[config.mk]
export PLATFORM = sky130hd
export DESIGN_NAME = callback_write_retry_fsm
export DESIGN_NICKNAME = d
export VERILOG_FILES = /design/src/design/cbwr_pkg.sv /design/src/design/callback_write_retry_fsm.sv
export SDC_FILE = /design/constraint.sdc
export NUM_CORES = 1
export LEC_CHECK = 0
export ABC_AREA = 1
export BUFFER_PORTS_ARGS = -buffer_cell sky130_fd_sc_hd__buf_4
export CAP_MARGIN = 40
export CORE_MARGIN = 2
export CORE_UTILIZATION = 40
export CTS_CLUSTER_DIAMETER = 80
export DETAILED_ROUTE_END_ITERATION = 10
export HOLD_SLACK_MARGIN = 0.15
export PLACE_DENSITY = 0.59
export SYNTH_ARGS = -nofsm -noshare
export SYNTH_HDL_FRONTEND = slang
export SYNTH_SLANG_ARGS = --single-unit
[constraint.sdc]
create_clock -name clk -period 3.1 [get_ports clk]
set_input_delay 0.155 -clock clk [delete_from_list [all_inputs] [get_ports clk]]
set_output_delay 0.155 -clock clk [all_outputs]
set_load 0.01 [all_outputs]
[src/design/cbwr_pkg.sv]
`timescale 1ns / 1ps

package cbwr_pkg;

  localparam int unsigned IdW    = 8;
  localparam int unsigned CountW = 10;
  localparam int unsigned PhaseW = 3;
  localparam int unsigned CfgIdxW = 2;

  typedef enum logic [1:0] {
    OP_REQUEST = 2'd0,
    OP_RUN     = 2'd1,
    OP_TAKE    = 2'd2,
    OP_NONE    = 2'd3
  } op_t;

  localparam logic [1:0] POLL_BUSY     = 2'd0;
  localparam logic [1:0] POLL_COMPLETE = 2'd1;

  localparam logic [CfgIdxW-1:0] CFG_ATTACHED   = 2'd0;
  localparam logic [CfgIdxW-1:0] CFG_BUSY_LIMIT = 2'd1;

  localparam logic [CountW-1:0] BUSY_LIMIT_RST = 10'd500;
  localparam logic [CountW-1:0] COUNT_MAX      = 10'd1023;

endpackage

[src/design/callback_write_retry_fsm.sv]
`timescale 1ns / 1ps

// Latency: a result is registered and shown in the cycle after its input transaction is taken.
// Throughput: one transaction per cycle; the single output register is
// refilled in the same cycle it is drained, so in_ready follows out_ready.
// Configuration writes take effect at once; cfg_ready is always high.
// Reset (rst_n low, synchronous): phase idle, id, busy count, completion
// latch and output valid clear; transport detached, busy limit 500.
module callback_write_retry_fsm (
  input  logic                             clk,
  input  logic                             rst_n,
  input  logic                             in_valid,
  output logic                             in_ready,
  input  logic [1:0]                       in_op,
  input  logic [cbwr_pkg::IdW-1:0]         in_report_id,
  input  logic [1:0]                       in_poll_status,
  input  logic                             in_owner_granted,
  input  logic                             in_write_queued,
  output logic                             out_valid,
  input  logic                             out_ready,
  output logic                             out_accepted,
  output logic                             out_ack_taken,
  output logic                             out_do_claim,
  output logic                             out_do_poll,
  output logic                             out_do_release,
  output logic                             out_do_fail,
  output logic                             out_do_write,
  output logic [cbwr_pkg::IdW-1:0]         out_target_id,
  output logic [cbwr_pkg::PhaseW-1:0]      out_phase_now,
  input  logic                             cfg_valid,
  output logic                             cfg_ready,
  input  logic [cbwr_pkg::CfgIdxW-1:0]     cfg_index,
  input  logic [cbwr_pkg::CountW-1:0]      cfg_data
);

  typedef enum logic [cbwr_pkg::PhaseW-1:0] {
    PH_IDLE     = 3'd0,
    PH_READY    = 3'd1,
    PH_PENDING  = 3'd2,
    PH_ERROR    = 3'd3,
    PH_RECOVERY = 3'd4
  } phase_t;

  typedef struct packed {
    logic accepted;
    logic ack_taken;
    logic do_claim;
    logic do_poll;
    logic do_release;
    logic do_fail;
    logic do_write;
  } strobe_t;

  phase_t                      phase_r, phase_nxt;
  logic [cbwr_pkg::IdW-1:0]    held_id_r, held_id_nxt;
  logic [cbwr_pkg::CountW-1:0] busy_count_r, busy_count_nxt;
  logic                        ack_latch_r, ack_latch_nxt;
  logic                        attached_r;
  logic [cbwr_pkg::CountW-1:0] busy_limit_r;
  logic                        out_valid_r;
  strobe_t                     strobe_r, strobe_nxt;
  logic [cbwr_pkg::IdW-1:0]    target_id_r;
  logic [cbwr_pkg::PhaseW-1:0] phase_now_r;
  logic [cbwr_pkg::CountW:0]   busy_inc;
  logic                        in_fire;
  cbwr_pkg::op_t               op;

  assign in_ready  = !out_valid_r || out_ready;
  assign in_fire   = in_valid && in_ready;
  assign cfg_ready = 1'b1;
  assign op        = cbwr_pkg::op_t'(in_op);
  assign busy_inc  = {1'b0, busy_count_r} + {{cbwr_pkg::CountW{1'b0}}, 1'b1};

  always_comb begin
    phase_nxt      = phase_r;
    held_id_nxt    = held_id_r;
    busy_count_nxt = busy_count_r;
    ack_latch_nxt  = ack_latch_r;
    strobe_nxt     = '0;
    case (op)
      cbwr_pkg::OP_REQUEST: begin
        if (attached_r && (in_report_id != '0)) begin
          strobe_nxt.accepted = 1'b1;
          if (phase_r == PH_IDLE) begin
            held_id_nxt    = in_report_id;
            busy_count_nxt = '0;
            phase_nxt      = PH_READY;
          end else if (phase_r == PH_READY) begin
            held_id_nxt = in_report_id;
          end
        end
      end
      cbwr_pkg::OP_RUN: begin
        if (attached_r && (phase_r != PH_IDLE)) begin
          case (phase_r)
            PH_ERROR: begin
              strobe_nxt.do_poll = 1'b1;
              if (in_poll_status != cbwr_pkg::POLL_BUSY) begin
                strobe_nxt.do_release = 1'b1;
                busy_count_nxt        = '0;
                phase_nxt             = PH_RECOVERY;
              end
            end
            PH_RECOVERY: begin
              phase_nxt = PH_READY;
            end
            PH_PENDING: begin
              strobe_nxt.do_poll = 1'b1;
              if (in_poll_status == cbwr_pkg::POLL_BUSY) begin
                busy_count_nxt = busy_inc[cbwr_pkg::CountW] ? cbwr_pkg::COUNT_MAX
                                                             : busy_inc[cbwr_pkg::CountW-1:0];
                if (busy_inc > {1'b0, busy_limit_r}) begin
                  strobe_nxt.do_fail = 1'b1;
                  phase_nxt          = PH_ERROR;
                end
              end else begin
                busy_count_nxt        = '0;
                strobe_nxt.do_release = 1'b1;
                if (in_poll_status == cbwr_pkg::POLL_COMPLETE) begin
                  ack_latch_nxt = 1'b1;
                  phase_nxt     = PH_IDLE;
                end else begin
                  phase_nxt = PH_ERROR;
                end
              end
            end
            default: begin
              strobe_nxt.do_claim = 1'b1;
              if (in_owner_granted) begin
                strobe_nxt.do_poll = 1'b1;
                if (in_poll_status == cbwr_pkg::POLL_COMPLETE) begin
                  strobe_nxt.do_write = 1'b1;
                  if (in_write_queued) begin
                    busy_count_nxt = '0;
                    phase_nxt      = PH_PENDING;
                  end else begin
                    phase_nxt = PH_ERROR;
                  end
                end
              end
            end
          endcase
        end
      end
      cbwr_pkg::OP_TAKE: begin
        if (ack_latch_r) begin
          strobe_nxt.ack_taken = 1'b1;
          ack_latch_nxt        = 1'b0;
        end
      end
      default: begin
      end
    endcase
  end

  always_ff @(posedge clk) begin
    if (!rst_n) begin
      phase_r      <= PH_IDLE;
      held_id_r    <= '0;
      busy_count_r <= '0;
      ack_latch_r  <= 1'b0;
      attached_r   <= 1'b0;
      busy_limit_r <= cbwr_pkg::BUSY_LIMIT_RST;
      out_valid_r  <= 1'b0;
    end else begin
      if (cfg_valid && cfg_ready) begin
        if (cfg_index == cbwr_pkg::CFG_ATTACHED) begin
          attached_r <= cfg_data[0];
        end else if (cfg_index == cbwr_pkg::CFG_BUSY_LIMIT) begin
          busy_limit_r <= cfg_data;
        end
      end
      if (in_fire) begin
        phase_r      <= phase_nxt;
        held_id_r    <= held_id_nxt;
        busy_count_r <= busy_count_nxt;
        ack_latch_r  <= ack_latch_nxt;
        out_valid_r  <= 1'b1;
      end else if (out_ready) begin
        out_valid_r <= 1'b0;
      end
    end
    if (in_fire) begin
      strobe_r    <= strobe_nxt;
      target_id_r <= held_id_nxt;
      phase_now_r <= phase_nxt;
    end
  end

  assign out_valid      = out_valid_r;
  assign out_accepted   = strobe_r.accepted;
  assign out_ack_taken  = strobe_r.ack_taken;
  assign out_do_claim   = strobe_r.do_claim;
  assign out_do_poll    = strobe_r.do_poll;
  assign out_do_release = strobe_r.do_release;
  assign out_do_fail    = strobe_r.do_fail;
  assign out_do_write   = strobe_r.do_write;
  assign out_target_id  = target_id_r;
  assign out_phase_now  = phase_now_r;

endmodule

# Word level (Yosys, flattened, before mapping)
# Cells that the tools add are included.
dict set report totals {
  ff_bits 52
  in_bits 31
  out_inout_bits 21
}
dict set report classes {
  add_sub_neg 1
  n_lt_le_gt_ge 1
  n_eq_ne 19
  mux 44
  n_bitwise 4
  reduce_logical 24
}
# operator n
set op_table {}
lappend op_table {{two-way mux 10 bit} 9}
lappend op_table {{two-way mux 8 bit} 4}
lappend op_table {{one-hot mux 10 bit (3 select lines)} 1}
lappend op_table {{two-way mux 3 bit} 8}
lappend op_table {{one-hot mux 10 bit (2 select lines)} 1}
lappend op_table {{two-way mux 1 bit} 15}
lappend op_table {{inequality test 2 bit, second input constant} 6}
lappend op_table {{inequality test 4 x 2 -> 1 bit, second input constant} 3}
lappend op_table {{adder 10 x 1 -> 11 bit, second input constant} 1}
lappend op_table {{greater-than comparator 11 x 10 -> 1 bit} 1}
lappend op_table {{AND reduction 10 bit} 1}
lappend op_table {{one-hot mux 3 bit (3 select lines)} 1}
lappend op_table {{nonzero test 2 bit} 4}
lappend op_table {{nonzero test 8 bit} 1}
lappend op_table {{== test 2 x 1 -> 1 bit, second input constant} 3}
lappend op_table {{== test 3 x 2 -> 1 bit, second input constant} 2}
lappend op_table {{zero test 2 bit} 3}
lappend op_table {{one-hot mux 1 bit (2 select lines)} 3}
lappend op_table {{one-hot mux 3 bit (2 select lines)} 1}
lappend op_table {{AND reduction 6 bit} 1}
lappend op_table {{OR reduction 6 bit} 1}
lappend op_table {{NOT 1 bit} 4}
lappend op_table {{AND reduction 2 bit} 2}
lappend op_table {{AND reduction 4 bit} 1}
lappend op_table {{other kinds (14)} 16}

# Longest topological paths before layout
# Gate-level depths: netlist of the first run.
dict set report depth {
  word_depth 7
  mapped_depth 21
  mapped_depth_nobuf 21
}

# Least setup slack after synthesis of the first run
# No wires, ideal clock.
dict set report synth_path {
  kind {flip-flop to flip-flop}
  from {register busy_count_r[2] (netlist bit)}
  to {register phase_now_r (netlist bit out_phase_now[0]) (data pin)}
  setup_time_ns 0.264
  arrival_ns 1.970
  required_ns 2.836
  setup_slack_ns 0.867
  path_stages_with_launch 20
  period_less_slack_ns 2.233
  path_cell_list {dfxtp_1 nand2_1 nor2_1 nand3_1 nor3_2 xor2_1 inv_1 ha_1 nand3_1 nand2_1 nor2_1 nand2_1 inv_1 nand2_1 nand2_1 nand2_1 nand2_1 nand2_1 nand2_1 a22oi_1}
}
dict set report synth_via {
  elab_chain_cells 7
}
# element line
set synth_lines {}
lappend synth_lines {{from (decl)} callback_write_retry_fsm.sv:56} ;# logic [cbwr_pkg::CountW-1:0] busy_count_r, busy_count_nxt;
lappend synth_lines {{from (signal assigned)} callback_write_retry_fsm.sv:176} ;# busy_count_r <= busy_count_nxt;
lappend synth_lines {{adder 10 x 1 -> 11 bit} callback_write_retry_fsm.sv:72} ;# assign busy_inc = {1'b0, busy_count_r} + {{cbwr_pkg::CountW{1'b0}}, 1'b1};
lappend synth_lines {{greater-than comparator 11 x 10 -> 1 bit} callback_write_retry_fsm.sv:112} ;# if (busy_inc > {1'b0, busy_limit_r}) begin
lappend synth_lines {{two-way mux 3 bit} callback_write_retry_fsm.sv:112}
lappend synth_lines {{two-way mux 3 bit} callback_write_retry_fsm.sv:109} ;# if (in_poll_status == cbwr_pkg::POLL_BUSY) begin
lappend synth_lines {{one-hot mux 3 bit (3 select lines)} callback_write_retry_fsm.sv:95} ;# case (phase_r)
lappend synth_lines {{two-way mux 3 bit} callback_write_retry_fsm.sv:94} ;# if (attached_r && (phase_r != PH_IDLE)) begin
lappend synth_lines {{one-hot mux 3 bit (2 select lines)} callback_write_retry_fsm.sv:80} ;# case (op)
lappend synth_lines {{via phase_nxt[0]} callback_write_retry_fsm.sv:54} ;# phase_t phase_r, phase_nxt;
lappend synth_lines {{to (signal assigned)} callback_write_retry_fsm.sv:186} ;# phase_now_r <= phase_nxt;
lappend synth_lines {{to (decl)} callback_write_retry_fsm.sv:63} ;# logic [cbwr_pkg::PhaseW-1:0] phase_now_r;
# The timed path passes the listed nets, and every way through them passes these cells.
# A chain may end at the register's enable or synchronous reset.

# Worst setup path after layout of the first run
# Ends and elaborated chain as after synthesis.

==> flow_results.xml, run 1 <==
<?xml version="1.0" encoding="UTF-8"?>
<metrics>
  <group name="timing">
    <metric name="period_minus_slack" unit="ns">2.41</metric>
    <metric name="setup_violations" unit="">0</metric>
    <metric name="max_freq" unit="MHz">415</metric>
    <metric name="final_number_of_max_transition_violations" unit="">0</metric>
    <metric name="setup_repair_after_global_routing_missed_its_margin" unit="">no</metric>
    <metric name="worst_clock_skew" unit="ns">0.0158</metric>
    <metric name="timing.slew.headroom" unit="%">55.1</metric>
    <metric name="finalHoldViolCount" unit="">0</metric>
    <metric name="post-route-period-util" unit="%">77.8</metric>
    <metric name="worst_pin_slew" unit="ns">0.673</metric>
    <metric name="setup_total_negative_slack" unit="ns">0</metric>
  </group>
  <group name="setup_path">
    <metric name="cp-end-kind" unit="">flip-flop</metric>
    <metric name="cpMostUsedCell" unit="">nand2_1</metric>
    <metric name="timing.critical_path.from_type" unit="">flip-flop</metric>
    <metric name="path_delay_family" unit="">simple AND/OR/NAND/NOR gates</metric>
    <metric name="crit_fanout" unit="">6</metric>
    <metric name="critPathMaxStageDelay" unit="ns">0.43</metric>
    <metric name="worstPathRequired" unit="ns">3.17</metric>
    <metric name="cell_breakdown_of_the_critical_path" unit="">nand2_1 &gt; nor2_1 &gt; nand3_1 &gt; nor3_2 &gt; xor2_1 &gt; inv_1 &gt; ha_1 &gt; nand3_1 &gt; nand2_1 &gt; nor2_1 &gt; nand2_1 &gt; inv_1 &gt; nand2_1 &gt; nand2_1 &gt; nand2_1 &gt; nand2_1 &gt; nand2_1 &gt; nand2_1 &gt; a22oi_1</metric>
    <metric name="worstPathBufferInverterCount" unit="">2</metric>
    <metric name="cp_data_arrival_time" unit="ns">2.48</metric>
    <metric name="crit_type" unit="">reg -&gt; reg</metric>
    <metric name="crit_slowest_cell" unit="">dfxtp_1</metric>
  </group>
  <group name="floorplanning">
    <metric name="floorplan.initialDensity" unit="%">41.1</metric>
    <metric name="floorplan.core_area" unit="um^2">6720</metric>
    <metric name="std_cell_rows" unit="">30</metric>
    <metric name="ios" unit="">52</metric>
    <metric name="die_height" unit="um">87.1</metric>
    <metric name="floorplan.die.width" unit="um">87.1</metric>
    <metric name="floorplan.die_area" unit="um^2">7580</metric>
  </group>
  <group name="route">
    <metric name="vias" unit="">2434</metric>
    <metric name="route.detailed.vias_per_inst" unit="">4.81</metric>
    <metric name="drtPass1Iterations" unit="">4</metric>
    <metric name="first_iter_violations" unit="">73</metric>
    <metric name="number_of_nets_with_antenna_violations_after_routing" unit="">0</metric>
    <metric name="wl" unit="um">6080</metric>
    <metric name="routed_wire_length_per_instance" unit="um">12.0</metric>
    <metric name="drc" unit="">0</metric>
  </group>
  <group name="grt">
    <metric name="initial_antenna_violation_count" unit="">0</metric>
    <metric name="via_count_of_the_first_global_routing_pass" unit="">2208</metric>
    <metric name="grt_pass1_wl" unit="um">10100</metric>
    <metric name="grt_overflow" unit="">0</metric>
    <metric name="pin_count_of_the_biggest_net_entering_global_routing" unit="">27</metric>
    <metric name="groute.usage.overall" unit="%">16.4</metric>
  </group>
  <group name="synthesis">
    <metric name="post_synth_main_area_contributors" unit="">dfxtp_1 (25%), edfxtp_1 (20%), nand2_1 (8.7%)</metric>
    <metric name="number_of_synthesized_flops_with_an_enable_pin" unit="">18</metric>
    <metric name="synthMostInstantiatedCell" unit="">nand2_1</metric>
    <metric name="synthDistinctLibCells" unit="">36</metric>
    <metric name="syn_nets" unit="">402</metric>
    <metric name="synth_seq_area_share" unit="%">44.2</metric>
    <metric name="flip_flop_cell_with_the_highest_count_after_synthesis" unit="">dfxtp_1</metric>
    <metric name="synth_warnings" unit="">0</metric>
    <metric name="synth_top_area_cell" unit="">dfxtp_1</metric>
    <metric name="synth-seq-cells" unit="">52</metric>
    <metric name="asyncSetResetFlopFracSynth" unit="%">0</metric>
    <metric name="syn_area" unit="um^2">2760</metric>
    <metric name="synth_cells" unit="">360</metric>
    <metric name="yosys.area.top_type_share" unit="%">24.7</metric>
    <metric name="synth_commonest_cells" unit="">nand2_1 (64), inv_1 (61), nor2_1 (43)</metric>
    <metric name="syn_avg_cell_area" unit="um^2">7.67</metric>
  </group>
  <group name="pwr">
    <metric name="p_leak" unit="nW">1.63</metric>
    <metric name="pwr_dens" unit="nW/um^2">401</metric>
    <metric name="vdd_drop_max" unit="mV">0.240</metric>
  </group>
  <group name="placed_design">
    <metric name="gp_routability_congestion" unit="">0.880</metric>
    <metric name="placement.io_buffers" unit="">50</metric>
    <metric name="detailed_place_hpwl" unit="um">4380</metric>
    <metric name="dp_cells" unit="">482</metric>
  </group>
  <group name="clock_tree">
    <metric name="htree_num_levels" unit="">2</metric>
    <metric name="clock_path_buffers" unit="">2</metric>
    <metric name="clock_tree_from_tritoncts" unit="">built</metric>
    <metric name="clkLatencyLatePin" unit="ns">0.31</metric>
    <metric name="cts-root-buf" unit="">clkbuf_8</metric>
    <metric name="clk_transition_reported_paths" unit="ns">0.11</metric>
    <metric name="cts.repair.resized" unit="">0</metric>
    <metric name="cts_num_sinks" unit="">52</metric>
    <metric name="cts_made_buffers" unit="">5</metric>
    <metric name="post_cts.repair.setup_buffers" unit="">0</metric>
    <metric name="hold_buffers" unit="">16</metric>
  </group>
  <group name="run">
    <metric name="drv_cap" unit="">0</metric>
  </group>
  <group name="layout">
    <metric name="layout.area.seq" unit="um^2">1220</metric>
    <metric name="num-fill-cells" unit="">659</metric>
    <metric name="multi_input_combinational_cell_area" unit="um^2">1240</metric>
    <metric name="post_route_cells_drive_above_1_share" unit="%">17.6</metric>
    <metric name="antennaDiodeCount" unit="">0</metric>
    <metric name="fin_cells" unit="">506</metric>
    <metric name="utilization" unit="%">51.3</metric>
    <metric name="layout-area-overhead-vs-synth" unit="%">25.0</metric>
    <metric name="finish.net_count" unit="">467</metric>
  </group>
  <group name="hold_path">
    <metric name="worst_hold_path_type" unit="">in -&gt; reg</metric>
  </group>
  <group name="outcome">
    <metric name="status" unit="">complete, no violations</metric>
  </group>
</metrics>
[report_power, final]
part	leakage, nW	switching (mW)	total (mW)	internal (mW)
sequential	0.460	0.0161	0.759	0.743
clock	0.0463	0.246	0.413	0.166
combinational	1.13	0.114	0.210	0.0960
[stage by stage]
| stage | hold WS [ns] | setup slack (ns) | area (um^2) | power, mW |
|---|---|---|---|---|
| after detailed placement | 0.376 | 0.691 | 3190 | 0.970 |
| after global placement | 0.371 | 0.724 | 3190 | 0.967 |
| after CTS | 0.150 | 0.685 | 3450 | 1.39 |
| final | 0.154 | 0.688 | 3450 | 1.38 |
| after floorplan | 0.285 | 0.867 | 2760 | 0.888 |
| after global routing | 0.155 | 0.362 | 3450 | 1.44 |
[layout by cell type, fill, tap and decap left out, drive strengths merged]
| cell type | instances |
|---|---|
| a31oi | 1 |
| xor2 | 6 |
| o31ai | 1 |
| a211oi | 1 |
| clkinvlp | 1 |
| buf | 53 |
| a22oi | 1 |
| dlygate4sd3 | 16 |
| nor3 | 8 |
| o21a | 1 |
| conb | 1 |
| a21oi | 21 |
| ha | 11 |
| nor4 | 2 |
| nor2 | 48 |
| clkinv | 1 |
| nand4 | 5 |
| o21bai | 2 |
| edfxtp | 18 |
| dfxtp | 34 |
| and3 | 2 |
| o21ai | 38 |
| clkbuf | 5 |
| inv | 64 |
| a21o | 1 |
| nand3 | 11 |
| o211ai | 8 |
| nand2 | 65 |
[worst register-to-register path: stages (launching register included)]
cell,delay (ns)
dfxtp_1,0.43
nand2_1,0.08
nor2_1,0.13
nand3_1,0.15
nor3_2,0.16
xor2_1,0.15
inv_1,0.06
ha_1,0.30
nand3_1,0.09
nand2_1,0.05
nor2_1,0.08
nand2_1,0.06
inv_1,0.05
nand2_1,0.04
nand2_1,0.07
nand2_1,0.05
nand2_1,0.05
nand2_1,0.04
nand2_1,0.07
a22oi_1,0.06
[cell families (layout without fill, tap and decap cells)]
kind of cell	after synthesis	after routing	share of synthesized area [%]
buffers and inverters	74	140	10.9
AO/OA/AOI/OAI	75	75	15.3
flip-flops	52	52	44.2
XOR/XNOR	6	6	1.90
AND/OR/NAND/NOR	141	141	22.5
adder cells (fa/ha/maj)	11	11	4.99
other	1	1	0.136
[sequential cells by signal (all words and copies together) (netlist names)]
name / flops
out_do_poll: 1
out_do_fail: 1
out_do_claim: 1
out_accepted: 1
busy_limit_r: 10
phase_r: 3
busy_count_r: 10
out_valid: 1
out_target_id: 8
attached_r: 1
out_do_release: 1
held_id_r: 8
out_phase_now: 3
out_do_write: 1
out_ack_taken: 1
ack_latch_r: 1
[layout make-up]
type                       count  area share, %
multi-input combinational    234           35.9
sequential                    52           35.4
timing repair buffer          69           16.2
inverter                      63           6.86
tap                           80           2.90
clock buffer                   5           1.99
clock inverter                 3          0.798
[path summary, 6_finish.rpt]
path | slack, ns | endpoint | from | cells past startpoint
worst min-delay path | 0.15 | busy_limit_r[7]$_SDFFE_PN1P_ | rst_n | 2
worst max-delay path | 0.69 | out_phase_now[0]$_DFFE_PP_ | busy_count_r[2]$_SDFFE_PN0P_ | 19
worst min register to register | 0.48 | busy_limit_r[3]$_SDFFE_PN0P_ | busy_limit_r[3]$_SDFFE_PN0P_ | 2
worst max register to register | 0.69 | out_phase_now[0]$_DFFE_PP_ | busy_count_r[2]$_SDFFE_PN0P_ | 19
[routing by layer]
layer  vias to the layer above  track usage (%)  wire [um]  part of all wire [%]
li1                       1295                -          -                     -
met1                      1096             21.4       2890                    48
met2                        38             28.5       2950                    48
met3                         5             2.75        193                   3.2
met4                         0             3.84         46                  0.76
met5                         -                0          0                     0
No activity file was read; power rests on OpenSTA's default activity.
==> run 2, diff against run 1 <==
Settings changed: PLACE_DENSITY 0.59 to 0.61.
Clock period 3.1 ns to 2.1 ns, I/O delays scaled along.
==> flow_results.xml, run 2 (same netlist as run 1, synthesis figures left out) <==
<?xml version="1.0" encoding="UTF-8"?>
<metrics>
  <group name="outcome">
    <metric name="status" unit="">finished, violations left</metric>
    <metric name="failing_checks" unit="">negative setup slack</metric>
  </group>
  <group name="route">
    <metric name="drtPass1Iterations" unit="">4</metric>
    <metric name="first_iter_violations" unit="">96</metric>
    <metric name="vias" unit="">2644</metric>
    <metric name="wl" unit="um">6640</metric>
    <metric name="number_of_nets_with_antenna_violations_after_routing" unit="">0</metric>
    <metric name="routed_wire_length_per_instance" unit="um">12.5</metric>
    <metric name="route.detailed.vias_per_inst" unit="">4.96</metric>
    <metric name="drc" unit="">0</metric>
  </group>
  <group name="floorplanning">
    <metric name="ios" unit="">52</metric>
    <metric name="die_height" unit="um">87.1</metric>
    <metric name="std_cell_rows" unit="">30</metric>
    <metric name="floorplan.die_area" unit="um^2">7580</metric>
    <metric name="floorplan.initialDensity" unit="%">41.1</metric>
    <metric name="floorplan.core_area" unit="um^2">6720</metric>
    <metric name="floorplan.die.width" unit="um">87.1</metric>
  </group>
  <group name="grt">
    <metric name="grt_pass1_wl" unit="um">10700</metric>
    <metric name="initial_antenna_violation_count" unit="">0</metric>
    <metric name="groute.usage.overall" unit="%">17.6</metric>
    <metric name="grt_overflow" unit="">0</metric>
    <metric name="via_count_of_the_first_global_routing_pass" unit="">2484</metric>
    <metric name="pin_count_of_the_biggest_net_entering_global_routing" unit="">27</metric>
  </group>
  <group name="setup_path">
    <metric name="critPathMaxStageDelay" unit="ns">0.37</metric>
    <metric name="crit_fanout" unit="">3</metric>
    <metric name="timing.critical_path.from_type" unit="">flip-flop</metric>
    <metric name="cp_data_arrival_time" unit="ns">2.45</metric>
    <metric name="crit_slowest_cell" unit="">dfxtp_4</metric>
    <metric name="crit_type" unit="">reg -&gt; reg</metric>
    <metric name="cp-end-kind" unit="">flip-flop</metric>
    <metric name="worstPathRequired" unit="ns">2.24</metric>
    <metric name="cell_breakdown_of_the_critical_path" unit="">nand2_2 &gt; nor2_4 &gt; buf_4 &gt; buf_4 &gt; a21o_1 &gt; nand2_1 &gt; inv_1 &gt; ha_4 &gt; nand2_2 &gt; nor2_1 &gt; nand2_1 &gt; nand2_1 &gt; nand2_1 &gt; nand2_1 &gt; nand2_2 &gt; nand2_1 &gt; nand2_1 &gt; nand2_1 &gt; nand2_2 &gt; a22oi_1</metric>
    <metric name="cpMostUsedCell" unit="">nand2_1</metric>
  </group>
  <group name="timing">
    <metric name="setup_repair_after_global_routing_missed_its_margin" unit="">yes</metric>
    <metric name="timing.slew.headroom" unit="%">57.8</metric>
    <metric name="finalHoldViolCount" unit="">0</metric>
    <metric name="finalWorstSetupSlack" unit="ns">-0.209</metric>
    <metric name="worst_clock_skew" unit="ns">0.00891</metric>
    <metric name="post-route-period-util" unit="%">110</metric>
    <metric name="final_number_of_max_transition_violations" unit="">0</metric>
    <metric name="max_freq" unit="MHz">433</metric>
    <metric name="period_minus_slack" unit="ns">2.31</metric>
    <metric name="setup_violations" unit="">2</metric>
    <metric name="worst_pin_slew" unit="ns">0.633</metric>
  </group>
  <group name="pwr">
    <metric name="vdd_drop_max" unit="mV">0.315</metric>
    <metric name="pwr_dens" unit="nW/um^2">541</metric>
    <metric name="totalPowerFinal" unit="mW">2.06</metric>
    <metric name="p_leak" unit="nW">1.78</metric>
  </group>
  <group name="placed_design">
    <metric name="placement.io_buffers" unit="">50</metric>
    <metric name="post-place-ws" unit="ns">-0.245</metric>
    <metric name="gp_routability_congestion" unit="">0.864</metric>
    <metric name="detailed_place_hpwl" unit="um">4600</metric>
  </group>
  <group name="layout">
    <metric name="biggestRegsByFlops" unit="">busy_count_r (10), busy_limit_r (10)</metric>
    <metric name="most_used_cells_in_the_layout_excluding_fill_and_tap_cells" unit="">buf_4 (69), inv_1 (61), nand2_1 (58)</metric>
    <metric name="post_route_cells_drive_above_1_share" unit="%">25.2</metric>
    <metric name="finish.net_count" unit="">494</metric>
    <metric name="layout-area-overhead-vs-synth" unit="%">37.8</metric>
    <metric name="layout.cells.most_common" unit="">buf_4</metric>
    <metric name="antennaDiodeCount" unit="">0</metric>
  </group>
  <group name="run">
    <metric name="drv_cap" unit="">0</metric>
  </group>
  <group name="clock_tree">
    <metric name="clock_tree_from_tritoncts" unit="">built</metric>
    <metric name="clk_transition_reported_paths" unit="ns">0.10</metric>
    <metric name="cts-root-buf" unit="">clkbuf_8</metric>
    <metric name="clock_path_buffers" unit="">2</metric>
    <metric name="htree_num_levels" unit="">2</metric>
    <metric name="cts_num_sinks" unit="">52</metric>
    <metric name="clkLatencyLatePin" unit="ns">0.31</metric>
    <metric name="cts_made_buffers" unit="">5</metric>
  </group>
  <group name="hold_path">
    <metric name="worst_hold_path_type" unit="">in -&gt; reg</metric>
  </group>
</metrics>
-- run 2: what timing repair did --
item,CTS,global route
hold buffers,27,0
setup endpoints to repair,3,4
pin swaps,3,1
hold endpoints to repair,16,0
setup buffers,6,1
gates resized for setup,2,19
-- run 2: path summary, 6_finish.rpt --
kind / startpoint / end / slack (ns) / cells past startpoint
setup / recovery: busy_count_r[1]$_SDFFE_PN0P_ / out_phase_now[0]$_DFFE_PP_ / -0.21 / 20
hold / removal: in_owner_granted / out_do_poll$_SDFFCE_PN0P_ / 0.17 / 3
setup reg to reg: busy_count_r[1]$_SDFFE_PN0P_ / out_phase_now[0]$_DFFE_PP_ / -0.21 / 20
hold reg to reg: busy_limit_r[1]$_SDFFE_PN0P_ / busy_limit_r[1]$_SDFFE_PN0P_ / 0.47 / 2
-- run 2: layout make-up --
cell class	count	area, um^2
Fill cell	625	2920
Inverter	63	236
Clock buffer	5	68.8
Tap cell	80	100
Clock inverter	3	27.5
Sequential cell	52	1230
Timing Repair Buffer	96	798
Multi-Input combinational cell	234	1340
-- run 2: power by group --
| part | leakage, nW | internal (mW) | switching, mW |
|---|---|---|---|
| logic | 1.27 | 0.161 | 0.176 |
| registers | 0.464 | 1.09 | 0.0244 |
| clock network | 0.0463 | 0.245 | 0.357 |
-- run 2: worst max-delay path: cells and delay by family (launching register included) --
kind            cells  cell delay, ns
fa+ha+maj           1            0.27
flops               1            0.37
buf+inv             3            0.32
compound gates      2            0.32
simple gates       14            0.87
-- run 2: metrics by stage --
step / area (um^2) / utilization, % / setup TNS [ns] / hold slack (ns) / cells
after floorplan: 2790 / - / -0.132 / 0.235 / 360
after global placement: 3310 / 49.2 / -0.326 / 0.324 / 492
after detailed placement: 3310 / 49.2 / -0.500 / 0.327 / 492
after CTS: 3720 / 55.4 / -0.238 / 0.156 / 533
after global routing: 3800 / 56.6 / -0.705 / 0.177 / 533
final: 3800 / 56.6 / -0.283 / 0.170 / 533
-- run 2: metal layers --
| layer | vias to the layer above | wire length [um] | track usage, % |
|---|---|---|---|
| li1 | 1357 | - | - |
| met1 | 1225 | 2880 | 21.4 |
| met2 | 54 | 3420 | 32.3 |
| met3 | 8 | 271 | 2.65 |
| met4 | 0 | 67 | 4.55 |
| met5 | - | 0 | 0 |
